`config.mk`:
```
export PLATFORM = sky130hd
export DESIGN_NAME = three_party_share_gate_unit_flat
export DESIGN_NICKNAME = d
export VERILOG_FILES = /design/src/rtl/tpsg_pkg.sv /design/src/rtl/tpsg_req_if.sv /design/src/rtl/tpsg_rsp_if.sv /design/src/rtl/tpsg_gate_core.sv /design/src/rtl/three_party_share_gate_unit.sv /design/src/flat_wrapper.sv
export SDC_FILE = /design/constraint.sdc
export NUM_CORES = 2
export LEC_CHECK = 0
export ABC_CLOCK_PERIOD_IN_PS = 78200
export BUFFER_PORTS_ARGS = -buffer_cell sky130_fd_sc_hd__buf_2
export CAP_MARGIN = 20
export CORE_ASPECT_RATIO = 1.25
export CORE_MARGIN = 4
export CORE_UTILIZATION = 45
export CTS_BUF_LIST = sky130_fd_sc_hd__clkbuf_4 sky130_fd_sc_hd__clkbuf_8
export DETAILED_ROUTE_END_ITERATION = 8
export HOLD_SLACK_MARGIN = 0.08
export PLACE_DENSITY = 0.67
export SYNTH_ARGS = -nofsm -noshare
export SYNTH_HDL_FRONTEND = slang
export SYNTH_HIERARCHICAL = 1
export SYNTH_SLANG_ARGS = --single-unit
```
`constraint.sdc`:
```
create_clock -name clock -period 78.2 [get_ports clock]
set_clock_uncertainty 0.2 [all_clocks]
set_input_delay 19.55 -clock clock [delete_from_list [all_inputs] [get_ports clock]]
set_output_delay 19.55 -clock clock [all_outputs]
set_load 0.1 [all_outputs]
```
`src/rtl/tpsg_pkg.sv`:
```
// shared types and constants for the three-party share gate unit
package tpsg_pkg;

   localparam int unsigned WordWidth   = 32;
   localparam int unsigned AmountWidth = 5;
   localparam int unsigned NumParties  = 3;
   localparam int unsigned ChainSteps  = WordWidth - 1;

   typedef logic [WordWidth-1:0] word_type;

   typedef enum logic [2:0] {
      FUNC_XOR  = 3'd0,
      FUNC_AND  = 3'd1,
      FUNC_ADD  = 3'd2,
      FUNC_NOT  = 3'd3,
      FUNC_ROTR = 3'd4,
      FUNC_SHR  = 3'd5
   } func_type;

   typedef struct packed {
      logic [2:0]             func;
      word_type               x_share0;
      word_type               x_share1;
      word_type               x_share2;
      word_type               y_share0;
      word_type               y_share1;
      word_type               y_share2;
      word_type               rand_share0;
      word_type               rand_share1;
      word_type               rand_share2;
      logic [AmountWidth-1:0] amount;
   } req_type;

   typedef struct packed {
      word_type z_share0;
      word_type z_share1;
      word_type z_share2;
      word_type view_share0;
      word_type view_share1;
      word_type view_share2;
      logic     view_valid;
   } rsp_type;

endpackage

```
`src/rtl/tpsg_req_if.sv`:
```
// valid/ready channel carrying one gate request
interface tpsg_req_if import tpsg_pkg::*; ();
   logic    valid;
   logic    ready;
   req_type data;

   modport source (output valid, output data, input ready);
   modport sink (input valid, input data, output ready);
endinterface

```
`src/rtl/tpsg_rsp_if.sv`:
```
// valid/ready channel carrying one gate result
interface tpsg_rsp_if import tpsg_pkg::*; ();
   logic    valid;
   logic    ready;
   rsp_type data;

   modport source (output valid, output data, input ready);
   modport sink (input valid, input data, output ready);
endinterface

```
`src/rtl/tpsg_gate_core.sv`:
```
// gate evaluation logic: per-share ops, shared and, shared carry chain
module tpsg_gate_core import tpsg_pkg::*; (
   input  req_type req,
   output rsp_type rsp
);

   word_type x [NumParties];
   word_type y [NumParties];
   word_type r [NumParties];
   word_type and_z [NumParties];
   word_type add_z [NumParties];
   word_type rot_z [NumParties];
   word_type shr_z [NumParties];
   word_type carry [NumParties];
   logic [2*WordWidth-1:0] rot_dbl [NumParties];

   assign x[0] = req.x_share0;
   assign x[1] = req.x_share1;
   assign x[2] = req.x_share2;
   assign y[0] = req.y_share0;
   assign y[1] = req.y_share1;
   assign y[2] = req.y_share2;
   assign r[0] = req.rand_share0;
   assign r[1] = req.rand_share1;
   assign r[2] = req.rand_share2;

   genvar p, i;
   generate
      for (p = 0; p < NumParties; p++) begin : g_party
         localparam int unsigned Q = (p + 1) % NumParties;

         // each party mixes with its right neighbor
         assign and_z[p] = (x[p] & y[Q]) ^ (x[Q] & y[p]) ^ (x[p] & y[p]) ^ r[p] ^ r[Q];

         assign rot_dbl[p] = {x[p], x[p]} >> req.amount;
         assign rot_z[p]   = rot_dbl[p][WordWidth-1:0];
         assign shr_z[p]   = x[p] >> req.amount;

         assign carry[p][0] = 1'b0;
         for (i = 0; i < ChainSteps; i++) begin : g_chain
            logic a_p, b_p, a_q, b_q;
            assign a_p = x[p][i] ^ carry[p][i];
            assign b_p = y[p][i] ^ carry[p][i];
            assign a_q = x[Q][i] ^ carry[Q][i];
            assign b_q = y[Q][i] ^ carry[Q][i];
            assign carry[p][i+1] = (a_p & b_q) ^ (a_q & b_p) ^ (a_p & b_p)
                                 ^ carry[p][i] ^ r[Q][i] ^ r[p][i];
         end

         assign add_z[p] = x[p] ^ y[p] ^ carry[p];
      end
   endgenerate

   always_comb begin
      rsp = '0;
      unique case (req.func)
         FUNC_XOR: begin
            rsp.z_share0 = x[0] ^ y[0];
            rsp.z_share1 = x[1] ^ y[1];
            rsp.z_share2 = x[2] ^ y[2];
         end
         FUNC_AND: begin
            rsp.z_share0    = and_z[0];
            rsp.z_share1    = and_z[1];
            rsp.z_share2    = and_z[2];
            rsp.view_share0 = and_z[0];
            rsp.view_share1 = and_z[1];
            rsp.view_share2 = and_z[2];
            rsp.view_valid  = 1'b1;
         end
         FUNC_ADD: begin
            rsp.z_share0    = add_z[0];
            rsp.z_share1    = add_z[1];
            rsp.z_share2    = add_z[2];
            rsp.view_share0 = carry[0];
            rsp.view_share1 = carry[1];
            rsp.view_share2 = carry[2];
            rsp.view_valid  = 1'b1;
         end
         FUNC_NOT: begin
            rsp.z_share0 = ~x[0];
            rsp.z_share1 = ~x[1];
            rsp.z_share2 = ~x[2];
         end
         FUNC_ROTR: begin
            rsp.z_share0 = rot_z[0];
            rsp.z_share1 = rot_z[1];
            rsp.z_share2 = rot_z[2];
         end
         FUNC_SHR: begin
            rsp.z_share0 = shr_z[0];
            rsp.z_share1 = shr_z[1];
            rsp.z_share2 = shr_z[2];
         end
         default: begin
            rsp = '0;
         end
      endcase
   end

endmodule

```
`src/rtl/three_party_share_gate_unit.sv`:
```
// top level: input register, gate logic and result register
// a request is held in the input register, then in the result register, before its result is offered
// throughput: one gate per cycle while results are taken; the carry chain of add sets the clock path
// back pressure stalls both stages together; a new request is taken while a
// result waits if the input stage is empty
// reset (synchronous, active high) empties both stages; no other state
module three_party_share_gate_unit import tpsg_pkg::*; (
   input logic       clock,
   input logic       reset,
   tpsg_req_if.sink   req_ch,
   tpsg_rsp_if.source rsp_ch
);

   logic    s1_valid_ff, s1_valid_in;
   req_type s1_data_ff;
   logic    rsp_valid_ff, rsp_valid_in;
   rsp_type rsp_data_ff;
   rsp_type core_rsp;
   logic    advance;
   logic    req_transfer;

   assign advance      = !rsp_valid_ff || rsp_ch.ready;
   assign req_ch.ready = !s1_valid_ff || advance;
   assign req_transfer = req_ch.valid && req_ch.ready;

   assign s1_valid_in  = req_ch.ready ? req_ch.valid : s1_valid_ff;
   assign rsp_valid_in = advance ? s1_valid_ff : rsp_valid_ff;

   tpsg_gate_core u_core (
      .req (s1_data_ff),
      .rsp (core_rsp)
   );

   always_ff @(posedge clock) begin
      if (reset) begin
         s1_valid_ff  <= 1'b0;
         rsp_valid_ff <= 1'b0;
      end else begin
         s1_valid_ff  <= s1_valid_in;
         rsp_valid_ff <= rsp_valid_in;
      end
   end

   always_ff @(posedge clock) begin
      if (req_transfer) begin
         s1_data_ff <= req_ch.data;
      end
      if (advance && s1_valid_ff) begin
         rsp_data_ff <= core_rsp;
      end
   end

   assign rsp_ch.valid = rsp_valid_ff;
   assign rsp_ch.data  = rsp_data_ff;

   // carry words never have bit 0 set
   a_carry_lsb: assert property (@(posedge clock) disable iff (reset)
      s1_valid_ff && s1_data_ff.func == FUNC_ADD |->
         !core_rsp.view_share0[0] && !core_rsp.view_share1[0] && !core_rsp.view_share2[0])
      else $error("add view word has bit 0 set");

   // unknown codes give an all-zero result
   a_unknown_zero: assert property (@(posedge clock) disable iff (reset)
      s1_valid_ff && s1_data_ff.func != FUNC_XOR && s1_data_ff.func != FUNC_AND
         && s1_data_ff.func != FUNC_ADD && s1_data_ff.func != FUNC_NOT
         && s1_data_ff.func != FUNC_ROTR && s1_data_ff.func != FUNC_SHR |->
         core_rsp == '0)
      else $error("unknown func gives nonzero result");

   // views are zero whenever not flagged
   a_view_zero: assert property (@(posedge clock) disable iff (reset)
      rsp_valid_ff && !rsp_data_ff.view_valid |->
         rsp_data_ff.view_share0 == '0 && rsp_data_ff.view_share1 == '0
         && rsp_data_ff.view_share2 == '0)
      else $error("view words set without view_valid");

   // a filled input stage moves to the result register when it advances
   a_stage_move: assert property (@(posedge clock) disable iff (reset)
      s1_valid_ff && advance |=> rsp_valid_ff)
      else $error("input stage item lost");

endmodule

```
`src/flat_wrapper.sv`:
```
// flat-port wrapper written by rule: the top's interface ports become plain ports
module three_party_share_gate_unit_flat import tpsg_pkg::*;
  (clock, reset, req_ch_valid, req_ch_data, req_ch_ready, rsp_ch_valid, rsp_ch_data, rsp_ch_ready);
  tpsg_req_if req_ch_i ();
  tpsg_rsp_if rsp_ch_i ();
  input logic clock;
  input logic reset;
  input wire logic [$bits(req_ch_i.valid)-1:0] req_ch_valid;
  input wire logic [$bits(req_ch_i.data)-1:0] req_ch_data;
  output wire logic [$bits(req_ch_i.ready)-1:0] req_ch_ready;
  output wire logic [$bits(rsp_ch_i.valid)-1:0] rsp_ch_valid;
  output wire logic [$bits(rsp_ch_i.data)-1:0] rsp_ch_data;
  input wire logic [$bits(rsp_ch_i.ready)-1:0] rsp_ch_ready;
  assign req_ch_i.valid = req_ch_valid;
  assign req_ch_i.data = req_ch_data;
  assign req_ch_ready = req_ch_i.ready;
  assign rsp_ch_valid = rsp_ch_i.valid;
  assign rsp_ch_data = rsp_ch_i.data;
  assign rsp_ch_i.ready = rsp_ch_ready;
  three_party_share_gate_unit u_core (.clock(clock), .reset(reset), .req_ch(req_ch_i), .rsp_ch(rsp_ch_i));
endmodule
```
After elaboration in Yosys (flattened, before gate mapping)
Cells that the tools add are included.
{"block": "word_totals", "ff_bits": 491, "out_inout_bits": 195}
{"block": "op_classes", "eq_ne": 5, "n_shift": 6, "muxes": 2, "bitwise_logic": 951, "n_reduce_logical": 7}
{"cell": "$xor A1 B1 Y1", "n": 642}
{"cell": "$pmux W96 S6", "n": 1}
{"cell": "$xor A32 B32 Y32", "n": 18}
{"cell": "$and A32 B32 Y32", "n": 9}
{"cell": "$and A1 B1 Y1", "n": 279}
{"cell": "$pmux W97 S2", "n": 1}
{"cell": "$shr A64 B5 Y32", "n": 3}
{"cell": "$not A32 Y32", "n": 3}
{"cell": "$shr A32 B5 Y32", "n": 3}
{"cell": "$eq A3 B2 Y1 const B", "n": 2}
{"cell": "$eq A3 B3 Y1 const B", "n": 2}
{"cell": "$eq A3 B1 Y1 const B", "n": 1}
{"cell": "$logic_not A3 Y1", "n": 1}
{"cell": "$logic_and A1 B1 Y1", "n": 2}
{"cell": "$logic_not A1 Y1", "n": 2}
{"cell": "$logic_or A1 B1 Y1", "n": 2}

Longest topological paths before layout
{"block": "depth", "word_depth": 217, "mapped_depth": 146}

Hierarchy
The synthesis kept the hierarchy.
{"module": "tpsg_gate_core", "n_inst": 1, "cells_per_inst": 4521, "area_each_um2": 31415.1, "seq_area_each_um2": 0.0}
{"module": "three_party_share_gate_unit", "n_inst": 1, "cells_per_inst": 499, "area_each_um2": 14787.9, "seq_area_each_um2": 14724.1}

Worst setup path after synthesis
No wires, ideal clock.
{"block": "synth_timing", "path_type": "input to output", "start": "input port rsp_ch_ready", "end": "output port req_ch_ready", "arrival_time_ns": 19.908, "setup_slack_ns": 38.542, "path_stages": 1, "path_buffers": 0, "path_cell_list": "nand3b_4"}
{"block": "synth_between", "elab_chain_len": 2}
{"item": "from (decl)", "line": "flat_wrapper.sv:13", "rtl": "input wire logic [$bits(rsp_ch_i.ready)-1:0] rsp_ch_ready;"}
{"item": "$logic_or A1 B1 Y1", "line": "three_party_share_gate_unit.sv:22", "rtl": "assign advance = !rsp_valid_ff || rsp_ch.ready;"}
{"item": "$logic_or A1 B1 Y1", "line": "three_party_share_gate_unit.sv:23", "rtl": "assign req_ch.ready = !s1_valid_ff || advance;"}
{"item": "to (decl)", "line": "flat_wrapper.sv:10", "rtl": "output wire logic [$bits(req_ch_i.ready)-1:0] req_ch_ready;"}
Every way passes these cells.

==> flow_summary_export.csv <==
group,metric,value,unit
timing,timing.fmax,24.2,MHz
cells_and_area,register_area,0.0147,mm²
yosys,ys.warnings.count,6,
floorplan,die_area,0.108,mm²
timing,worst_slew_pin_slew,1.11,ns
yosys,ys_seq_area_frac,0.319,
drt,wl_per_cell,24.4,µm
global_route,grt_pass1_wl,240,mm
yosys,synth_area,0.0462,mm²
drt,wl,162,mm
global_route,grt_antenna_before_repair,10,
cells_and_area,multi_input_area,0.0295,mm²
critical_path,slowest_stage,"xor2_1",
clock_network,clk_latency,0.82,ns
timing,relSlewSlack,0.255,
yosys,synth-seq-cells,491,
drt,drc,0,
yosys,synth-edff-count,489,
clock_network,clock-sinks,491,
run_status,status,"completed",
clock_network,clock_tree.root_cell,"clkbuf_8",
critical_path,cp_max_fo,25,
clock_network,cts_resized,0,
yosys,synth_nets,5416,
floorplan,ios,495,
yosys,yosys.area.top_type,"edfxtp_1",
placed_design,place.gp.congestion,0.995,
drt,drtAntennaViolNets,0,
cells_and_area,synthToLayoutAreaGrowth,10.1,%
critical_path,crit_type,"reg2reg",
placed_design,port-buffer-count,494,
yosys,synth_cell_types,130,
global_route,first_global_vias,39400,
yosys,ys_async_sr_fraction,0,
clock_network,cts_max_path_buffers,3,
clock_network,cts_hold_buf,0,
yosys,synth.avg_cell_area,9.20,µm²
floorplan,rows,131,
critical_path,critPathCaptureType,"flip-flop",
clock_network,path_clk_slew,0.07,ns
floorplan,die_w,295,µm
placed_design,hpwl,120,mm
drt,first_iter_violations,4133,
critical_path,cpPeakStageDelay,0.91,ns
drt,via_per_inst,6.22,
timing,timing.final.crit_share,0.527,
clock_network,cts_tree,"yes",
global_route,grt_max_degree,83,
clock_network,post_cts_buffers,0,
floorplan,initial_utilization,0.453,
critical_path,critPathRequiredTime,78.52,ns
cells_and_area,n_fill_cell,9491,
yosys,synth_top_area_frac,0.318,
critical_path,worstSetupStartpointType,"flip-flop",
timing,setup_viol,0,
drt,vias,41400,
clock_network,cts_made_buffers,86,
yosys,yosysMostFrequentCell,"nand2_1",
clock_network,htreeDepth,3,
drt,drt_pre_antenna_iters,8,
timing,fin_setup_tns,0,ns
global_route,grtUsageTotal,0.289,
timing,rsz0062_at_grt,"false",
yosys,synth_ff_type,"edfxtp_1",
floorplan,die_height,366,µm
worst_hold_path,holdCritPathClass,"reg2reg",
yosys,postSynthCellCount,5020,
global_route,grt_overflow_total,0,
cells_and_area,nets,5642,
timing,final_hold_viol_count,0,
yosys,ys_top_cells_by_area,"edfxtp_1 32%, xnor2_1 8.1%, nand2_1 5.9%, xor2_1 4.6%, mux2i_1 4.1%",
timing,layout_min_cycle_time,41.24,ns
flow_run,cap_violations,0,
floorplan,core_area,0.102,mm²
yosys,synth_common_cells,"728 x nand2_1, 489 x edfxtp_1, 426 x xnor2_1",
cells_and_area,drive_gt1_frac,0.172,
critical_path,worstPathArrival,41.56,ns
timing,slew_viol_final,0,
## worst paths after layout
path / start / end / slack [ns] / cells past startpoint
setup reg to reg: u_core/s1_data_ff[229]$_DFFE_PP_ / u_core/rsp_ch.data[128]$_DFFE_PP_ / 36.96 / 121
hold reg to reg: u_core/s1_valid_ff$_SDFFE_PP0P_ / u_core/rsp_ch.valid$_SDFFE_PP0P_ / 0.30 / 2
setup / recovery: u_core/s1_data_ff[229]$_DFFE_PP_ / u_core/rsp_ch.data[128]$_DFFE_PP_ / 36.96 / 121
hold / removal: u_core/s1_valid_ff$_SDFFE_PP0P_ / u_core/rsp_ch.valid$_SDFFE_PP0P_ / 0.30 / 2
## cell families after synthesis
family,after synthesis,share of synthesized area
AO/OA/AOI/OAI,1213,0.188
XOR/XNOR,747,0.163
adder cells (fa/ha/maj),96,0.0260
buffers and inverters,506,0.0431
flip-flops,491,0.319
multiplexers,305,0.0873
AND/OR/NAND/NOR,1662,0.174
## flip-flops by register name, indices dropped and copies added (netlist names)
register             flops
u_core/s1_data_ff      296
u_core/rsp_ch.data     193
u_core/rsp_ch.valid      1
u_core/s1_valid_ff       1
## area by class of cell
cell class,instances,share of cell area
inverter,108,0.00797
multi-input combinational,4023,0.580
timing repair buffer,536,0.0552
tap,1330,0.0327
antenna,5,0.000246
clock buffer,107,0.0266
clock inverter,45,0.00765
sequential,491,0.289
## placed cells by master (no fill, tap or decap), drive strengths merged, types with 78 or more instances in the layout
master  Yosys  layout
xor2      251     251
o21ai     270     270
ha         96      96
mux2i     189     189
clkbuf    327     107
xnor2     440     440
o211ai    100     100
a21oi     174     174
nand2     729     729
nor2      267     267
buf        71     536
edfxtp    489     489
nor3      126     126
nand3      78      78
inv       104     110
## critical path: cells and delay by family (launching register included)
| family | cells | cell delay, ns |
|---|---|---|
| DFF | 1 | 0.51 |
| AOI/OAI and AO/OA | 62 | 18.82 |
| muxes | 10 | 4.68 |
| adders and majority gates | 1 | 0.25 |
| and+or+nand+nor | 31 | 9.69 |
| xor gates and xnor gates | 17 | 6.77 |
## per-stage QoR
stage	area [µm²]	utilization	setup slack [ns]	hold WS, ns	instances
floorplan	46200	-	38.54	0.261	5020
global placement	49100	0.481	38.26	0.278	6483
detailed placement	49100	0.481	37.21	0.291	6483
CTS	50800	0.498	37.09	0.302	6635
global route	50900	0.499	33.95	0.354	6642
finish	50900	0.499	36.96	0.303	6645
## metal layers
| layer | global-route usage | share of wire | routed length [µm] |
|---|---|---|---|
| met2 | 0.481 | 0.48 | 77200 |
| met3 | 0.0521 | 0.072 | 11600 |
| met1 | 0.349 | 0.38 | 62300 |
| met5 | 0 | 0.00021 | 34 |
| met4 | 0.174 | 0.068 | 11000 |
Power is left out: the tool's default activity adds up to more than one toggle a clock period on the data nets, which glitch-free logic cannot reach.
